File: src/rtl/core/hcb_pkg.sv
// Shared widths and sizing constants for the Huffman code builder.
`timescale 1ns / 1ps
package hcb_pkg;
    localparam int HCB_MAX_SYMBOLS = 16;
    localparam int SYM_W           = 8;
    localparam int FREQ_W          = 20;
    localparam int CODE_W          = 15;
    localparam int LEN_W           = 4;
    localparam int IN_DATA_W       = 32;
    localparam int OUT_DATA_W      = 32;
endpackage

File: src/rtl/core/huffman_code_builder.sv
// Huffman code builder: symbol load, memory-based merge scans and a depth-first code walk.
// Operation: n load beats, then n-1 merges, each a scan of every node made so far and a write of
// the merged node, then a depth-first walk that pops, reads and visits each node in turn.
// Throughput: one set at a time; the merge scan over the weight memory read port sets the rate.
// Input beats are taken only in the load phase; the walk stalls while a result beat waits.
// Reset (aresetn low, synchronous) clears the phase, counters, active bits and output valid;
// the memories keep their contents and are always written before they are read.
`timescale 1ns / 1ps
module huffman_code_builder
    import hcb_pkg::*;
#(
    parameter int MAX_SYMBOLS = HCB_MAX_SYMBOLS
) (
    input  logic                  aclk,
    input  logic                  aresetn,
    input  logic                  s_tvalid,
    output logic                  s_tready,
    input  logic [IN_DATA_W-1:0]  s_tdata,   // symbol[7:0], frequency[27:8], zeros above
    input  logic                  s_tlast,   // last_symbol
    output logic                  m_tvalid,
    input  logic                  m_tready,
    output logic [OUT_DATA_W-1:0] m_tdata,   // out_symbol[7:0], code_bits[22:8],
                                             // code_length[26:23], zeros above
    output logic                  m_tlast    // last_code
);
    localparam int SLOTS = 2 * MAX_SYMBOLS - 1;
    localparam int NW    = $clog2(SLOTS + 1);
    localparam int CW    = $clog2(MAX_SYMBOLS + 1);
    localparam int SW    = $clog2(MAX_SYMBOLS);
    localparam int WW    = FREQ_W + $clog2(MAX_SYMBOLS) + 1;

    localparam logic [3:0] ST_LOAD   = 4'd0;
    localparam logic [3:0] ST_MSTART = 4'd1;
    localparam logic [3:0] ST_SCAN   = 4'd2;
    localparam logic [3:0] ST_MWRITE = 4'd3;
    localparam logic [3:0] ST_WINIT  = 4'd4;
    localparam logic [3:0] ST_POP    = 4'd5;
    localparam logic [3:0] ST_PWAIT  = 4'd6;
    localparam logic [3:0] ST_VISIT  = 4'd7;
    localparam logic [3:0] ST_PUSH2  = 4'd8;

    typedef struct packed {
        logic [NW-1:0]     node;
        logic [LEN_W-1:0]  depth;
        logic [CODE_W-1:0] code;
    } entry_t;

    // Memories.
    logic [WW-1:0]     weight_mem [SLOTS];
    logic [2*NW-1:0]   child_mem  [SLOTS];
    logic [SYM_W-1:0]  sym_mem    [MAX_SYMBOLS];
    entry_t            stack_mem  [MAX_SYMBOLS];

    logic [WW-1:0]     weight_q;
    logic [2*NW-1:0]   child_q;
    logic [SYM_W-1:0]  sym_q;
    entry_t            stack_q;

    logic              w_we;
    logic [NW-1:0]     w_addr;
    logic [WW-1:0]     w_data;
    logic [NW-1:0]     w_raddr;
    logic              c_we;
    logic [2*NW-1:0]   c_data;
    logic              st_we;
    logic [SW-1:0]     st_waddr;
    logic [SW-1:0]     st_raddr;
    entry_t            st_wdata;
    logic              sym_we;

    // Control and working registers.
    logic [3:0]        state_reg, state_next;
    logic [CW-1:0]     cnt_reg, cnt_next;
    logic [CW-1:0]     n_reg, n_next;
    logic [NW-1:0]     nc_reg, nc_next;
    logic [CW-1:0]     act_reg, act_next;
    logic [SLOTS-1:0]  active_reg, active_next;
    logic [NW-1:0]     scan_reg, scan_next;
    logic              pend_reg, pend_next;
    logic [NW-1:0]     pidx_reg, pidx_next;
    logic              b1v_reg, b1v_next, b2v_reg, b2v_next;
    logic [NW-1:0]     b1i_reg, b1i_next, b2i_reg, b2i_next;
    logic [WW-1:0]     b1w_reg, b1w_next, b2w_reg, b2w_next;
    logic [CW-1:0]     sp_reg, sp_next;
    entry_t            ent_reg, ent_next;
    logic              mv_reg, mv_next;
    logic [SYM_W-1:0]  msym_reg, msym_next;
    logic [CODE_W-1:0] mcode_reg, mcode_next;
    logic [LEN_W-1:0]  mlen_reg, mlen_next;
    logic              mlast_reg, mlast_next;

    logic              in_acc;
    logic [CW-1:0]     cnt_inc;
    logic              is_leaf;
    logic [CODE_W-1:0] code_shift;

    always_ff @(posedge aclk) begin
        if (w_we) begin
            weight_mem[w_addr] <= w_data;
        end
        if (c_we) begin
            child_mem[nc_reg] <= c_data;
        end
        if (sym_we) begin
            sym_mem[cnt_reg[SW-1:0]] <= s_tdata[SYM_W-1:0];
        end
        if (st_we) begin
            stack_mem[st_waddr] <= st_wdata;
        end
        weight_q <= weight_mem[w_raddr];
        child_q  <= child_mem[ent_next.node];
        sym_q    <= sym_mem[ent_next.node[SW-1:0]];
        stack_q  <= stack_mem[st_raddr];
    end

    assign s_tready   = (state_reg == ST_LOAD);
    assign in_acc     = s_tvalid && s_tready;
    assign cnt_inc    = cnt_reg + 1'b1;
    assign is_leaf    = ((NW + 1)'(ent_reg.node) < (NW + 1)'(n_reg));
    assign code_shift = {ent_reg.code[CODE_W-2:0], 1'b0};

    always_comb begin
        state_next  = state_reg;
        cnt_next    = cnt_reg;
        n_next      = n_reg;
        nc_next     = nc_reg;
        act_next    = act_reg;
        active_next = active_reg;
        scan_next   = scan_reg;
        pend_next   = 1'b0;
        pidx_next   = scan_reg;
        b1v_next    = b1v_reg;
        b1i_next    = b1i_reg;
        b1w_next    = b1w_reg;
        b2v_next    = b2v_reg;
        b2i_next    = b2i_reg;
        b2w_next    = b2w_reg;
        sp_next     = sp_reg;
        ent_next    = ent_reg;
        mv_next     = mv_reg && !m_tready;
        msym_next   = msym_reg;
        mcode_next  = mcode_reg;
        mlen_next   = mlen_reg;
        mlast_next  = mlast_reg;
        w_we        = 1'b0;
        w_addr      = nc_reg;
        w_data      = b1w_reg + b2w_reg;
        w_raddr     = scan_reg;
        c_we        = 1'b0;
        c_data      = {b1i_reg, b2i_reg};
        sym_we      = 1'b0;
        st_we       = 1'b0;
        st_waddr    = sp_reg[SW-1:0];
        st_raddr    = SW'(sp_reg - 1'b1);
        st_wdata    = ent_reg;

        unique case (state_reg)
            ST_LOAD: begin
                if (in_acc) begin
                    if (cnt_reg < CW'(MAX_SYMBOLS)) begin
                        w_we     = 1'b1;
                        w_addr   = NW'(cnt_reg);
                        w_data   = WW'(s_tdata[SYM_W+FREQ_W-1:SYM_W]);
                        sym_we   = 1'b1;
                        active_next[NW'(cnt_reg)] = 1'b1;
                        cnt_next = cnt_inc;
                    end
                    if (s_tlast) begin
                        n_next     = (cnt_reg < CW'(MAX_SYMBOLS)) ? cnt_inc : cnt_reg;
                        nc_next    = NW'(n_next);
                        act_next   = n_next;
                        state_next = ST_MSTART;
                    end
                end
            end
            ST_MSTART: begin
                scan_next = '0;
                b1v_next  = 1'b0;
                b2v_next  = 1'b0;
                state_next = (act_reg > CW'(1)) ? ST_SCAN : ST_WINIT;
            end
            ST_SCAN: begin
                // Weight data arriving now belongs to the index issued last cycle.
                if (pend_reg && active_reg[pidx_reg]) begin
                    if (!b1v_reg || weight_q < b1w_reg) begin
                        b2v_next = b1v_reg;
                        b2i_next = b1i_reg;
                        b2w_next = b1w_reg;
                        b1v_next = 1'b1;
                        b1i_next = pidx_reg;
                        b1w_next = weight_q;
                    end else if (!b2v_reg || weight_q < b2w_reg) begin
                        b2v_next = 1'b1;
                        b2i_next = pidx_reg;
                        b2w_next = weight_q;
                    end
                end
                if (scan_reg < nc_reg) begin
                    pend_next = 1'b1;
                    scan_next = scan_reg + 1'b1;
                end else if (!pend_reg) begin
                    state_next = ST_MWRITE;
                end
            end
            ST_MWRITE: begin
                w_we = 1'b1;
                c_we = 1'b1;
                active_next[b1i_reg] = 1'b0;
                active_next[b2i_reg] = 1'b0;
                active_next[nc_reg]  = 1'b1;
                nc_next    = nc_reg + 1'b1;
                act_next   = act_reg - 1'b1;
                state_next = ST_MSTART;
            end
            ST_WINIT: begin
                st_we      = 1'b1;
                st_waddr   = '0;
                st_wdata   = '{node: nc_reg - 1'b1, depth: '0, code: '0};
                sp_next    = CW'(1);
                state_next = ST_POP;
            end
            ST_POP: begin
                if (sp_reg == '0) begin
                    active_next = '0;
                    cnt_next    = '0;
                    nc_next     = '0;
                    state_next  = ST_LOAD;
                end else begin
                    sp_next    = sp_reg - 1'b1;
                    state_next = ST_PWAIT;
                end
            end
            ST_PWAIT: begin
                ent_next   = stack_q;
                state_next = ST_VISIT;
            end
            ST_VISIT: begin
                if (is_leaf) begin
                    if (!mv_reg || m_tready) begin
                        mv_next    = 1'b1;
                        msym_next  = sym_q;
                        mcode_next = ent_reg.code;
                        mlen_next  = ent_reg.depth;
                        mlast_next = (sp_reg == '0);
                        state_next = ST_POP;
                    end
                end else begin
                    st_we      = 1'b1;
                    st_wdata   = '{node: child_q[NW-1:0], depth: ent_reg.depth + 1'b1,
                                   code: code_shift | CODE_W'(1)};
                    sp_next    = sp_reg + 1'b1;
                    state_next = ST_PUSH2;
                end
            end
            ST_PUSH2: begin
                st_we      = 1'b1;
                st_wdata   = '{node: child_q[2*NW-1:NW], depth: ent_reg.depth + 1'b1,
                               code: code_shift};
                sp_next    = sp_reg + 1'b1;
                state_next = ST_POP;
            end
            default: begin
                state_next = ST_LOAD;
            end
        endcase
    end

    always_ff @(posedge aclk) begin
        if (!aresetn) begin
            state_reg  <= ST_LOAD;
            cnt_reg    <= '0;
            n_reg      <= '0;
            nc_reg     <= '0;
            act_reg    <= '0;
            active_reg <= '0;
            scan_reg   <= '0;
            pend_reg   <= 1'b0;
            b1v_reg    <= 1'b0;
            b2v_reg    <= 1'b0;
            sp_reg     <= '0;
            mv_reg     <= 1'b0;
        end else begin
            state_reg  <= state_next;
            cnt_reg    <= cnt_next;
            n_reg      <= n_next;
            nc_reg     <= nc_next;
            act_reg    <= act_next;
            active_reg <= active_next;
            scan_reg   <= scan_next;
            pend_reg   <= pend_next;
            b1v_reg    <= b1v_next;
            b2v_reg    <= b2v_next;
            sp_reg     <= sp_next;
            mv_reg     <= mv_next;
        end
        pidx_reg  <= pidx_next;
        b1i_reg   <= b1i_next;
        b1w_reg   <= b1w_next;
        b2i_reg   <= b2i_next;
        b2w_reg   <= b2w_next;
        ent_reg   <= ent_next;
        msym_reg  <= msym_next;
        mcode_reg <= mcode_next;
        mlen_reg  <= mlen_next;
        mlast_reg <= mlast_next;
    end

    assign m_tvalid = mv_reg;
    assign m_tlast  = mlast_reg;
    assign m_tdata  = OUT_DATA_W'({mlen_reg, mcode_reg, msym_reg});

    // A merge always finds two distinct active nodes.
    a_two_picked: assert property (@(posedge aclk) disable iff (!aresetn)
        (state_reg == ST_MWRITE) |-> (b1v_reg && b2v_reg && b1i_reg != b2i_reg))
        else $error("merge without two distinct active nodes");

    // The walk stack never grows past its depth.
    a_stack_bound: assert property (@(posedge aclk) disable iff (!aresetn)
        sp_reg <= CW'(MAX_SYMBOLS))
        else $error("walk stack overflow");

    // New merged nodes always land inside the node store.
    a_slot_bound: assert property (@(posedge aclk) disable iff (!aresetn)
        (state_reg == ST_MWRITE) |-> ((NW + 1)'(nc_reg) < (NW + 1)'(SLOTS)))
        else $error("node store overflow");

    // The number of active nodes matches the merge counter while merging.
    a_active_count: assert property (@(posedge aclk) disable iff (!aresetn)
        (state_reg == ST_MSTART) |-> ($countones(active_reg) == int'(act_reg)))
        else $error("active node count mismatch");
endmodule
File: config.mk
export PLATFORM = sky130hd
export DESIGN_NAME = huffman_code_builder
export DESIGN_NICKNAME = d
export VERILOG_FILES = /design/src/rtl/core/hcb_pkg.sv /design/src/rtl/core/huffman_code_builder.sv
export SDC_FILE = /design/constraint.sdc
export NUM_CORES = 2
export LEC_CHECK = 0
export BUFFER_PORTS_ARGS = -buffer_cell sky130_fd_sc_hd__buf_2
export CAP_MARGIN = 20
export CORE_UTILIZATION = 50
export CTS_BUF_LIST = sky130_fd_sc_hd__clkbuf_4 sky130_fd_sc_hd__clkbuf_8
export DETAILED_ROUTE_END_ITERATION = 10
export GPL_TIMING_DRIVEN = 0
export PLACE_DENSITY_LB_ADDON = 0.2
export SYNTH_ARGS = -nofsm -noshare
export SYNTH_HDL_FRONTEND = slang
export SYNTH_SLANG_ARGS = --single-unit
export TNS_END_PERCENT = 5
File: constraint.sdc
create_clock -name aclk -period 5.2 [get_ports aclk]
set_input_delay 0.26 -clock aclk [delete_from_list [all_inputs] [get_ports aclk]]
set_output_delay 0.26 -clock aclk [all_outputs]
set_load 0.02 [all_outputs]
# --- Word level (Yosys, flattened, before mapping) ---
# Memories as Yosys holds them, arrays and structs flattened. A register that Yosys moved wholly into a read port is not among the register bits.
# Index checks and enable logic that the tools add are counted.
totals:
  regBits: 186
  ram_bits: 1597
  in_bits: 37
  output_inout_bits: 35
  word_cells: 192
  memories: 4
op_classes:
  n_addsub: 9
  magnitude_cmp: 15
  n_eq_ne: 21
  mux: 76
  n_bitwise: 6
  reduce_logical: 37
mem_list:
  columns: ["name", "words", "width", "read_ports", "rd_ports_with_merged_regs", "wr", "line_no", "text"]
  rows:
  - ["weight_mem", 31, 25, 1, 1, 1, "huffman_code_builder.sv:49", "logic [WW-1:0] weight_mem [SLOTS];"]
  - ["stack_mem", 16, 24, 1, 1, 1, "huffman_code_builder.sv:52", "entry_t stack_mem [MAX_SYMBOLS];"]
  - ["child_mem", 31, 10, 1, 1, 1, "huffman_code_builder.sv:50", "logic [2*NW-1:0] child_mem [SLOTS];"]
  - ["sym_mem", 16, 8, 1, 1, 1, "huffman_code_builder.sv:51", "logic [SYM_W-1:0] sym_mem [MAX_SYMBOLS];"]
ops:
  columns: ["operator", "n"]
  rows:
  - ["25-bit 2-to-1 mux", 5]
  - ["31-bit 2-to-1 mux", 3]
  - ["31-bit one-hot mux with 3 select lines", 1]
  - ["24-bit one-hot mux with 3 select lines", 1]
  - ["5-bit 2-to-1 mux", 13]
  - ["31-bit AND", 2]
  - ["31-bit inverter", 2]
  - ["31-bit OR", 2]
  - ["25-bit less-than comparator", 2]
  - ["24-bit 2-to-1 mux", 2]
  - ["4-bit one-hot mux with 8 select lines", 1]
  - ["5-bit by 6-bit less-than comparator with 1-bit output (second input constant)", 5]
  - ["5-bit one-hot mux with 2 select lines", 3]
  - ["4-bit 2-to-1 mux", 7]
  - ["1-bit 2-to-1 mux", 27]
  - ["3-bit AND reduction", 9]
  - ["25-bit adder", 1]
  - ["5-bit by 1-bit adder with 5-bit output (second input constant)", 4]
  - ["1-bit demux with 5-bit select", 4]
  - ["5-bit by 1-bit greater-or-equal comparator with 1-bit output (second input constant)", 4]
  - ["5-bit one-hot mux with 4 select lines", 1]
  - ["4-bit by 3-bit == test with 1-bit output (second input constant)", 4]
  - ["2-bit != test (second input constant)", 8]
  - ["5-bit one-hot mux with 3 select lines", 1]
  - ["other kinds (25)", 52]

# --- Logic depth before layout (Yosys ltp) ---
depth:
  word_depth: 9
  depth_mapped: 14
  ltp_nobuf: 10

# --- Least setup slack after synthesis ---
# Ideal clock, no wire load.
synth_timing:
  kind: "register to register"
  from: "reg state_reg[0]"
  to: "mem weight_mem[30][0] (netlist bit) (enable)"
  setup_ns: 0.438
  arrival_ns: 3.960
  t_required_ns: 4.762
  path_slack_ns: 0.802
  stages_incl_launch_ff: 11
  path_buffers: 3
  period_less_slack_ns: 4.398
  path_cell_list: "dfxtp_1 -> buf_2 -> or2_1 -> buf_6 -> nor2_1 -> nand2_1 -> or2_2 -> clkbuf_1 -> nor2_1 -> a32oi_1 -> nor3_1"
synth_via:
  elab_chain_cells: 6
  word_cells_on_any_way: 9
  classes_between: "eq/ne (1); mux (6); reduce/logical (2)"
synth_rtl:
  columns: ["item", "line_no", "text"]
  rows:
  - ["start: declaration", "huffman_code_builder.sv:72", "logic [3:0] state_reg, state_next;"]
  - ["start signal: assignment", "huffman_code_builder.sv:283", "state_reg <= state_next;"]
  - ["4-bit zero test (*)", "huffman_code_builder.sv:116", "assign s_tready = (state_reg == ST_LOAD);"]
  - ["net s_tready", "huffman_code_builder.sv:17", "output logic s_tready,"]
  - ["1-bit logical AND", "huffman_code_builder.sv:117", "assign in_acc = s_tvalid && s_tready;"]
  - ["1-bit 2-to-1 mux", "huffman_code_builder.sv:159", "if (in_acc) begin"]
  - ["1-bit one-hot mux with 2 select lines", "huffman_code_builder.sv:157", "unique case (state_reg)"]
  - ["1-bit 2-to-1 mux", "huffman_code_builder.sv:98", "if (w_we) begin"]
  - ["1-bit 2-to-1 mux (not written as such)", "huffman_code_builder.sv:99", "weight_mem[w_addr] <= w_data;"]
  - ["end: declaration", "huffman_code_builder.sv:49", null]
# The timed path passes the listed nets; every way through them passes the cells marked *.

# --- Worst setup path in the final report ---
layout_timing:
  from: "reg sp_reg[0]"
  to: "reg, netlist name stack_q[22]"
layout_via:
  elab_chain_cells: 1
layout_rtl:
  columns: ["item", "line_no", "text"]
  rows:
  - ["start: declaration", "huffman_code_builder.sv:84", "logic [CW-1:0] sp_reg, sp_next;"]
  - ["start signal: assignment", "huffman_code_builder.sv:293", "sp_reg <= sp_next;"]
  - ["5-bit by 1-bit subtractor with 5-bit output", null, null]
# No other way between the ends.
# A chain may end at the register's enable or synchronous reset.

==> key figures <==
Power
  • Overall Power: 36.09 mW
  • VDD IR max: about 0.26 mV
  • Leakage power: roughly 28 nW
  • PD cells: 420.0 nW/um^2

Final layout
  • Final Util: about 59%
  • Largest Register: weight_mem
  • Layout cells sized above 1: 25.80%
  • Max FFs per register: 775
  • Final Instance Area: 85920 um^2
  • Area grow syn2layout: 16.10%
  • Final nets: 4829
  • Biggest regs: weight_mem x775, stack_mem x384, child_mem x310

STA
  • Actual slew at the worst max-slew pin: ~1.2 ns
  • Fmax: a little over 0.2 GHz
  • Final Max Slew Viols: 0
  • Relative slew slack: ~18%
  • Post-route setup slack: 0.3124 ns
  • Unrepaired setup endpoints after global routing: no
  • Final setup viols: 0
  • Post-route minimum period: 4.888 ns
  • Final Hold Fails: 0
  • Fin crit share: a little over nine tenths
  • Worst-case clock skew: 0.07616 ns

Floorplanning
  • Initial Utilization: 50.59%
  • Die Y: 386.7 um
  • I/O Pins: 72
  • Die footprint: 149500 um^2
  • Core Region: 146300 um^2
  • Die Wd: between 300 and 400 um
  • FP Rows: 140

GRT
  • First-pass GRT wire length: 272100 um
  • Vias in the first global route: 40780
  • Grt ovf: 0
  • Antenna violations before repair: 3
  • Largest net degree at the start of global routing: 36
  • Total GRT Usage: 24.85%

Placement
  • RePlAce Congestion: 0.8848
  • Port bufs: 61
  • DP Wirelength: 124000 um
  • Placed Area: 79320 um^2
  • Pre-CTS setup slack: -1.121 ns

CTS
  • Clock buffer depth: 4
  • CTS Buf Count: 313
  • Htree depth: 5
  • # clock sinks: 1850
  • Worst skew pair latency: 1.03 ns
  • TritonCTS clock tree: built
  • CTS root buf: clkbuf_8
  • Clock-pin slew on the worst setup and hold paths: ~0.060 ns

Synth
  • Mux cell area share after synthesis: 13.67%
  • Syn. warnings: 0
  • Count of flip-flops with a built-in enable after synthesis: roughly 1700
  • Sequential area share after synthesis: 73.09%
  • Post-Synth Adder-Cell Area: 1.633%
  • Yosys reg bits: 1850
  • Synth Area in Simple Gates: 4.913%
  • Mapped Area: 74000 um^2
  • Fraction of registers with async set or reset after synthesis: 0%
  • Synthesized instance count: 4145
  • Compound-Gate Fraction of Synth Area: 4.623%
  • XOR/XNOR Fraction of Synth Area: less than 1%
  • Largest family of logic cells by synthesized area: multiplexers
  • Prevailing post-synth register cell: edfxtp_1
  • Distinct cells, synth: 73
  • Synthesized area per cell: 17.85 um^2

Routing
  • Met3 WL: 13220 um
  • Routed vias: 40880
  • Drt via density: 5.979
  • Final ANT Viol Nets: 0
  • Metal-1 WL: roughly 76000 um
  • WL met2: 90080 um
  • Uppermost layer routed: met4
  • WL/cell: between 20 and 30 um
  • Remaining DRCs: 0
  • Drt total wl: 186000 um
  • DR pass1 iterations: 5
  • Initial DRC count: 4549

Critical path
  • Cell repeated most along the worst path: clkbuf_2
  • Cell family with most CP delay: buffers and inverters
  • WP buf/inv: 8
  • Crit path launch type: register
  • Max FO, Critical Path: 10
  • Crit path largest cell delay: 0.58 ns
  • Crit path max-delay cell type: clkdlybuf4s15_2
  • Worst EP required: 6.06 ns
  • Worst Path Arrival: 5.75 ns
  • Critical path endpoint category: register
  • Worst-path cell chain: clkbuf_1 > clkdlybuf4s15_2 > clkbuf_2 > clkbuf_2 > inv_1 > ha_1 > clkbuf_1 > clkbuf_2 > clkbuf_2 > mux4_2 > mux4_2
  • WS Path Type: register to register

Run status
  • Status: completed

Job
  • Max cap viols: 0

Worst hold path
  • Min-Delay Path Class: input port to register
-- synthesized netlist by cell type (all sizes together) (18+ instances only) --
cell type  count  share of area (%)
edfxtp      1704                 69
mux4         384                 12
nand2        365                1.9
nor2         200                1.0
dfxtp        146                3.9
clkbuf       143               0.73
o21ai        119               0.80
nand3         97               0.66
a21oi         95               0.64
ha            95                1.6
mux2i         88                1.2
inv           86               0.44
buf           77               0.51
mux2          52               0.79
o21a          40               0.41
o22ai         37               0.31
and2          30               0.25
a31oi         29               0.25
a311oi        26               0.31
and3          24               0.20
nor3          23               0.16
a221oi        21               0.25
a22o          18               0.21
nor2b         18               0.15
-- stage by stage --
step                instances  hold WS [ns]  TNS (ns)
finish                   6837        0.2043         0
global route             6834        0.1816         0
CTS                      6812        0.1276         0
detailed placement       6249        0.3680    -27.14
global placement         6127        0.3657   -876.60
floorplan                4149        0.3529         0
-- routing by layer --
metal  vias to the layer above  global-route usage [%]
met4                         0                   9.424
met1                     20950                   34.16
li1                      17720                       -
met2                      1813                   39.92
met5                         -                       0
met3                       390                   4.339
-- cell type report --
cell class | count | area, um^2
inverters | 87 | 326.6
clock buffers | 457 | 5558
well taps | 1917 | 2399
repair buffers | 232 | 2969
multi-input cells | 1992 | 19230
diodes | 5 | 12.51
flip-flops and latches | 1850 | 54090
plain buffers | 220 | 932.1
clock inverters | 77 | 399.1
fillers | 10690 | 60350
-- layout by cell type, fill, tap and decap left out, types with 18 or more instances in the layout --
master	netlist	layout
dfxtp_1	146	146
o21a_1	40	40
clkinv_1	1	46
buf_8	1	40
inv_1	83	83
nand2_1	365	364
and3_1	24	24
a21oi_1	95	90
nand3_1	97	97
clkinv_2	0	24
a311oi_1	26	26
clkbuf_1	143	137
nor2_4	0	42
buf_4	10	30
buf_1	48	46
and2_1	30	30
nor2_1	199	148
ha_1	95	95
buf_16	0	34
buf_2	15	79
clkbuf_8	0	342
mux2i_1	87	87
a22o_1	18	18
dlygate4sd3_1	0	30
buf_6	3	28
o21ai_0	116	106
clkbuf_4	0	118
a221oi_1	21	21
edfxtp_1	1704	1704
mux4_2	384	384
mux2_2	52	52
a31oi_1	29	28
o22ai_1	37	37
-- final timing paths --
| kind | startpoint | endpoint | slack, ns | depth (start not counted) |
|---|---|---|---|---|
| worst min-delay path | s_tdata[2] | sym_mem[9][2]$_DFFE_PP_ | 0.20 | 2 |
| worst max-delay path | sp_reg[0]$_SDFFE_PN0P_ | stack_q[22]$_DFF_P_ | 0.31 | 11 |
| worst max register to register | sp_reg[0]$_SDFFE_PN0P_ | stack_q[22]$_DFF_P_ | 0.31 | 11 |
| worst min register to register | pidx_next[0]$_SDFFE_PN0P_ | pidx_reg[0]$_DFF_P_ | 0.37 | 0 |
-- report_power, final --
group	internal [mW]	leakage (nW)	switching (mW)
registers	17.3	16.4	0.208
clock network	6.91	3.19	5.60
logic	2.15	8.09	3.93
-- worst register-to-register path, stage by stage (launching register included) --
cell             delay (ns)
dfxtp_1                0.33
clkbuf_1               0.45
clkdlybuf4s15_2        0.58
clkbuf_2               0.49
clkbuf_2               0.36
inv_1                  0.11
ha_1                   0.31
clkbuf_1               0.34
clkbuf_2               0.40
clkbuf_2               0.42
mux4_2                 0.40
mux4_2                 0.54
-- kinds of logic (layout without fill, tap and decap cells) --
| family | count (synthesis) | after routing |
|---|---|---|
| DFF | 1850 | 1850 |
| and+or+nand+nor | 824 | 824 |
| muxes | 524 | 524 |
| AOI/OAI and AO/OA | 511 | 511 |
| buffers and inverters | 307 | 1073 |
| adders and majority gates | 96 | 96 |
| xor gates and xnor gates | 32 | 32 |
| other | 1 | 10 |
-- timing repair --
action                     in CTS  in global routing
gates resized for setup         8                  3
pin swaps                       0                  0
hold buffers                   29                  1
setup endpoints to repair     118                 14
setup buffers                   0                  0
hold endpoints to repair      708                  1
No activity file was read; power rests on OpenSTA's default activity.
